[config.mk]
export PLATFORM = sky130hd
export DESIGN_NAME = vksi_ctrl
export DESIGN_NICKNAME = d
export VERILOG_FILES = /design/src/vksi_pkg.sv /design/src/vksi_ctrl.sv
export SDC_FILE = /design/constraint.sdc
export NUM_CORES = 1
export LEC_CHECK = 0
export BUFFER_PORTS_ARGS = -buffer_cell sky130_fd_sc_hd__buf_2
export CORE_AREA = 2 2 39 41
export CTS_BUF_LIST = sky130_fd_sc_hd__clkbuf_4
export CTS_CLUSTER_DIAMETER = 30
export CTS_CLUSTER_SIZE = 20
export DETAILED_ROUTE_END_ITERATION = 6
export DIE_AREA = 0 0 41 43
export PLACE_DENSITY = 0.76
export SYNTH_ARGS = -nofsm -noshare
export SYNTH_HDL_FRONTEND = slang
export SYNTH_SLANG_ARGS = --single-unit
[constraint.sdc]
create_clock -name clk -period 1.4 [get_ports clk]
set_input_delay 0.07 -clock clk [delete_from_list [all_inputs] [get_ports clk]]
set_output_delay 0.07 -clock clk [all_outputs]
set_load 0.01 [all_outputs]
[src/vksi_pkg.sv]
package vksi_pkg;

  typedef enum logic [1:0] {
    CMD_CLEAR  = 2'd0,
    CMD_APPEND = 2'd1,
    CMD_QUERY  = 2'd2,
    CMD_NONE   = 2'd3
  } cmd_t;

  localparam logic [1:0] ST_OK    = 2'd0;
  localparam logic [1:0] ST_EMPTY = 2'd1;
  localparam logic [1:0] ST_FULL  = 2'd2;

  localparam logic [1:0] KIND_HOLD   = 2'd0;
  localparam logic [1:0] KIND_LIN    = 2'd1;
  localparam logic [1:0] KIND_SPLINE = 2'd2;

  localparam int DIV_STEPS = 16;
  localparam int WW        = 28;

  typedef enum logic [3:0] {
    S_IDLE,
    S_LOOKUP,
    S_APP_RD,
    S_APP_WR,
    S_SRCH,
    S_SRCH_CMP,
    S_T0,
    S_T1,
    S_DIV,
    S_WGT1,
    S_WGT2,
    S_WGT3,
    S_MAC_RD,
    S_MAC_MUL,
    S_MAC_ACC,
    S_FIN
  } state_t;

  typedef enum logic [1:0] {
    A_LAST,
    A_SRCH,
    A_IDX1,
    A_MAC
  } asel_t;

  typedef struct packed {
    logic  rdy;
    logic  load;
    logic  lookup;
    logic  clear_all;
    logic  rd;
    asel_t asel;
    logic  app_wr;
    logic  srch_upd;
    logic  t0_take;
    logic  t1_take;
    logic  div_step;
    logic  w_lin;
    logic  w_sq;
    logic  w_cube;
    logic  w_spl;
    logic  mac_mul;
    logic  mac_acc;
    logic  fin;
  } ctl_t;

  typedef struct packed {
    logic in_valid;
    cmd_t cmd;
    logic bad_app;
    logic q_empty;
    logic srch_done;
    logic held;
    logic is_lin;
    logic div_done;
    logic mac_last;
    logic out_busy;
  } sts_t;

endpackage

[src/vksi_ctrl.sv]
module vksi_ctrl import vksi_pkg::*; (
  input  logic clk,
  input  logic rst,
  input  sts_t sts,
  output ctl_t ctl
);

  state_t state, state_next;

  always_ff @(posedge clk) begin
    if (rst) state <= S_IDLE;
    else state <= state_next;
  end

  always_comb begin
    ctl = '0;
    state_next = state;
    case (state)
      S_IDLE: begin
        // no word is taken while reset is held
        ctl.rdy = !rst;
        if (sts.in_valid && !rst) begin
          ctl.load = 1'b1;
          state_next = S_LOOKUP;
        end
      end
      S_LOOKUP: begin
        ctl.lookup = 1'b1;
        case (sts.cmd)
          CMD_CLEAR: begin
            ctl.clear_all = 1'b1;
            state_next = S_FIN;
          end
          CMD_APPEND: state_next = sts.bad_app ? S_FIN : S_APP_RD;
          CMD_QUERY: state_next = sts.q_empty ? S_FIN : S_SRCH;
          default: state_next = S_FIN;
        endcase
      end
      S_APP_RD: begin
        ctl.rd = 1'b1;
        ctl.asel = A_LAST;
        state_next = S_APP_WR;
      end
      S_APP_WR: begin
        ctl.app_wr = 1'b1;
        state_next = S_FIN;
      end
      S_SRCH: begin
        // once the range is one key wide the same read fetches the lower key
        ctl.rd = 1'b1;
        ctl.asel = A_SRCH;
        state_next = sts.srch_done ? S_T0 : S_SRCH_CMP;
      end
      S_SRCH_CMP: begin
        ctl.srch_upd = 1'b1;
        state_next = S_SRCH;
      end
      S_T0: begin
        ctl.t0_take = 1'b1;
        if (sts.held) begin
          state_next = S_MAC_RD;
        end else begin
          ctl.rd = 1'b1;
          ctl.asel = A_IDX1;
          state_next = S_T1;
        end
      end
      S_T1: begin
        ctl.t1_take = 1'b1;
        state_next = S_DIV;
      end
      S_DIV: begin
        ctl.div_step = 1'b1;
        if (sts.div_done) state_next = S_WGT1;
      end
      S_WGT1: begin
        if (sts.is_lin) begin
          ctl.w_lin = 1'b1;
          state_next = S_MAC_RD;
        end else begin
          ctl.w_sq = 1'b1;
          state_next = S_WGT2;
        end
      end
      S_WGT2: begin
        ctl.w_cube = 1'b1;
        state_next = S_WGT3;
      end
      S_WGT3: begin
        ctl.w_spl = 1'b1;
        state_next = S_MAC_RD;
      end
      S_MAC_RD: begin
        ctl.rd = 1'b1;
        ctl.asel = A_MAC;
        state_next = S_MAC_MUL;
      end
      S_MAC_MUL: begin
        ctl.mac_mul = 1'b1;
        state_next = S_MAC_ACC;
      end
      S_MAC_ACC: begin
        ctl.mac_acc = 1'b1;
        state_next = sts.mac_last ? S_FIN : S_MAC_RD;
      end
      S_FIN: begin
        if (!sts.out_busy) begin
          ctl.fin = 1'b1;
          state_next = S_IDLE;
        end
      end
      default: state_next = S_IDLE;
    endcase
  end

endmodule

==> results.py <==
metrics = {
    "floorplan": {
        "num_rows": 14,
        "die_y_um": 43,
        "io_pins": 32,
        "die_w_um": 41,
        "die_area_um2": 1760,
        "core_area_um2": 1380,
        "initial_core_util": 0.394,
    },
    "power": {
        "ir_drop_mv": 0.748,
        "seqPwrFrac": 0.204,
        "clkPwrFrac": 0.112,
        "netSwitchingFraction": 0.466,
        "internal_power_mw": 0.786,
        "p_leak_nw": 0.420,
        "combPwrFrac": 0.684,
        "power.switching_mw": 0.686,
        "power_density_nw_per_um2": 1700,
    },
    "synthesis": {
        "ys_types": 32,
        "syn_area_per_cell_um2": 6.73,
        "ys_ff_latch": 4,
        "synth_edf_count": 0,
        "syn_inst": 81,
        "synth_area_um2": 546,
        "ys_warn_count": 0,
        "seq_area_frac_synth": 0.147,
        "syn_nets": 97,
        "ys.flop_type": "dfxtp_1",
        "async_reset_ff_frac": 0,
    },
    "timing": {
        "period_needed_ps": 1390,
        "grt_setup_unrepaired": "yes",
        "fin_crit_sh": 0.995,
        "finalMaxSlewViolations": 0,
        "setup-violations-final": 0,
        "slew_headroom": 0.704,
        "final.setup.tns_ps": 0,
        "final-hold-violation-count": 0,
        "worst_pin_slew_ps": 438,
        "clock.fmax_mhz": 718,
        "fin_worst_skew_ps": 3.53,
    },
    "setup_path": {
        "critPathLaunchType": "flop",
        "rr_worst_depth": 4,
        "r2r_start": "state[2]",
        "startpoint": "state[2]",
        "worstPathCellList": "or2_4 > nor4_4 > and2_1 > buf_2",
        "critical-path-max-stage-delay_ps": 360,
        "r2r-end": "state[0]",
        "cp_max_fo": 7,
        "rrSetupSlack_ps": 90,
        "worstSetupPathType": "flop to primary output",
        "cp.arrival_ps": 1320,
        "endpoint": "ctl[17]",
        "slowest_stage": "dfxtp_4",
        "required_ps": 1330,
        "critPathCaptureType": "primary output",
    },
    "layout": {
        "largest-register": "state",
        "final_cells": 139,
        "diodes": 0,
        "final_cell_area_um2": 863,
        "largestRegisters": "state (4)",
        "layout_commonest_cell": "buf_2",
        "area_growth_pct": 58.3,
        "fin_nets": 141,
        "drive_above_1_share": 0.504,
        "largest_register_ffs": 4,
        "final_cell_mix": "buf_2, nor2_1, buf_4",
    },
    "detailed_routing": {
        "wire_per_inst_um": 12.5,
        "antenna_left": 0,
        "vias": 726,
        "drt_iter0_drc": 13,
        "drc": 0,
        "wirelength_mm": 1.74,
        "firstDrtPassIters": 5,
        "via_per_inst": 5.22,
    },
    "clock_network": {
        "cts_hold_buf": 0,
        "cts_tree": "done",
        "cts_htree_levels": 1,
        "clock_latency_ps": 250,
        "cts_buffers": 3,
        "clock-sinks": 4,
        "cts-root-buf": "clkbuf_4",
        "path_clk_slew_ps": 40,
        "clock_path_buffers": 2,
    },
    "place": {
        "place_area_um2": 761,
        "gp_congestion": 0.790,
        "placed_cells": 132,
        "dp_hpwl_mm": 1.26,
        "io_buffers": 31,
    },
    "global_routing": {
        "overflow": 0,
        "grt_pass1_wl_mm": 2.62,
        "grt_use_total": 0.220,
        "grt_max_degree": 14,
        "grt_pass1_vias": 618,
        "antenna_found_initial": 0,
    },
    "status": {
        "outcome": "complete, no violations",
    },
    "job": {
        "drv_cap": 0,
    },
    "min_path": {
        "worstHoldPathType": "input port to flop",
    },
}
-- power groups by stage --
stage               clock network, mW  logic (mW)  registers, mW
floorplan                           0       0.654          0.202
global placement                    0       0.856          0.269
detailed placement                  0       0.867          0.275
CTS                             0.157       0.922          0.282
global route                    0.166        1.10          0.314
finish                          0.164        1.01          0.300
-- worst min path at each step --
stage | from | to | slack, ps | depth (start not counted)
after floorplan | rst | state[2] | 140 | 1
after global placement | rst | state[2] | 310 | 2
after detailed placement | rst | state[3] | 320 | 2
after CTS | rst | state[2] | 80 | 2
after global routing | rst | state[3] | 90 | 2
final | rst | state[2] | 70 | 2
-- cells in the mapped netlist, drive strengths merged (2+ instances only) --
| master | instances | share of area |
|---|---|---|
| nand3 | 2 | 0.018 |
| nor3b | 3 | 0.041 |
| nor2 | 12 | 0.083 |
| and2 | 2 | 0.023 |
| dfxtp | 4 | 0.15 |
| nor3 | 5 | 0.067 |
| a21oi | 9 | 0.083 |
| o21ai | 2 | 0.018 |
| buf | 5 | 0.062 |
| o22ai | 2 | 0.023 |
| nand2b | 3 | 0.039 |
| nand3b | 2 | 0.028 |
| nand2 | 8 | 0.055 |
| inv | 5 | 0.034 |
| and2b | 2 | 0.028 |
| ha | 3 | 0.069 |
-- timing repair --
item	CTS	global route
hold endpoints to repair	0	0
buffers inserted	2	2
pin swaps	0	1
endpoints found under the setup margin	18	9
gates resized for setup	6	10
-- cell type report --
type | instances | area (µm²)
clock buffers | 3 | 22.5
fillers | 130 | 520
inverters | 5 | 18.8
multi-input cells | 67 | 455
flip-flops and latches | 4 | 92.6
well taps | 16 | 20.0
repair buffers | 44 | 254
-- stage by stage --
stage               total power, mW  setup slack (ps)  utilization  hold slack, ps
global placement               1.13              47.8        0.550             312
finish                         1.47              7.17        0.624            69.8
CTS                            1.36              12.3        0.589            82.2
floorplan                     0.856               103            -             139
detailed placement             1.14              2.00        0.550             322
global route                   1.58             -17.5        0.624            87.2
-- worst max-delay path: cells and delay by family, from the launching register on --
family                 cells  cell delay, ps
and+or+nand+nor            3             590
DFF                        1             360
buffers and inverters      1             120
-- routing by layer --
| layer | GRT usage | routed length [µm] | vias up | part of all wire |
|---|---|---|---|---|
| met5 | 0 | 0 | - | 0 |
| met1 | 0.271 | 703 | 324 | 0.40 |
| met2 | 0.347 | 898 | 29 | 0.52 |
| li1 | - | - | 369 | - |
| met4 | 0.120 | 36 | 0 | 0.021 |
| met3 | 0.0314 | 100 | 4 | 0.058 |
-- kinds of logic after synthesis --
| family | synth area share |
|---|---|
| flip-flops | 0.147 |
| buffers and inverters | 0.0963 |
| AO/OA/AOI/OAI | 0.239 |
| AND/OR/NAND/NOR | 0.450 |
| adder cells (fa/ha/maj) | 0.0688 |
Note: power is estimated with default switching activity, not from simulation.
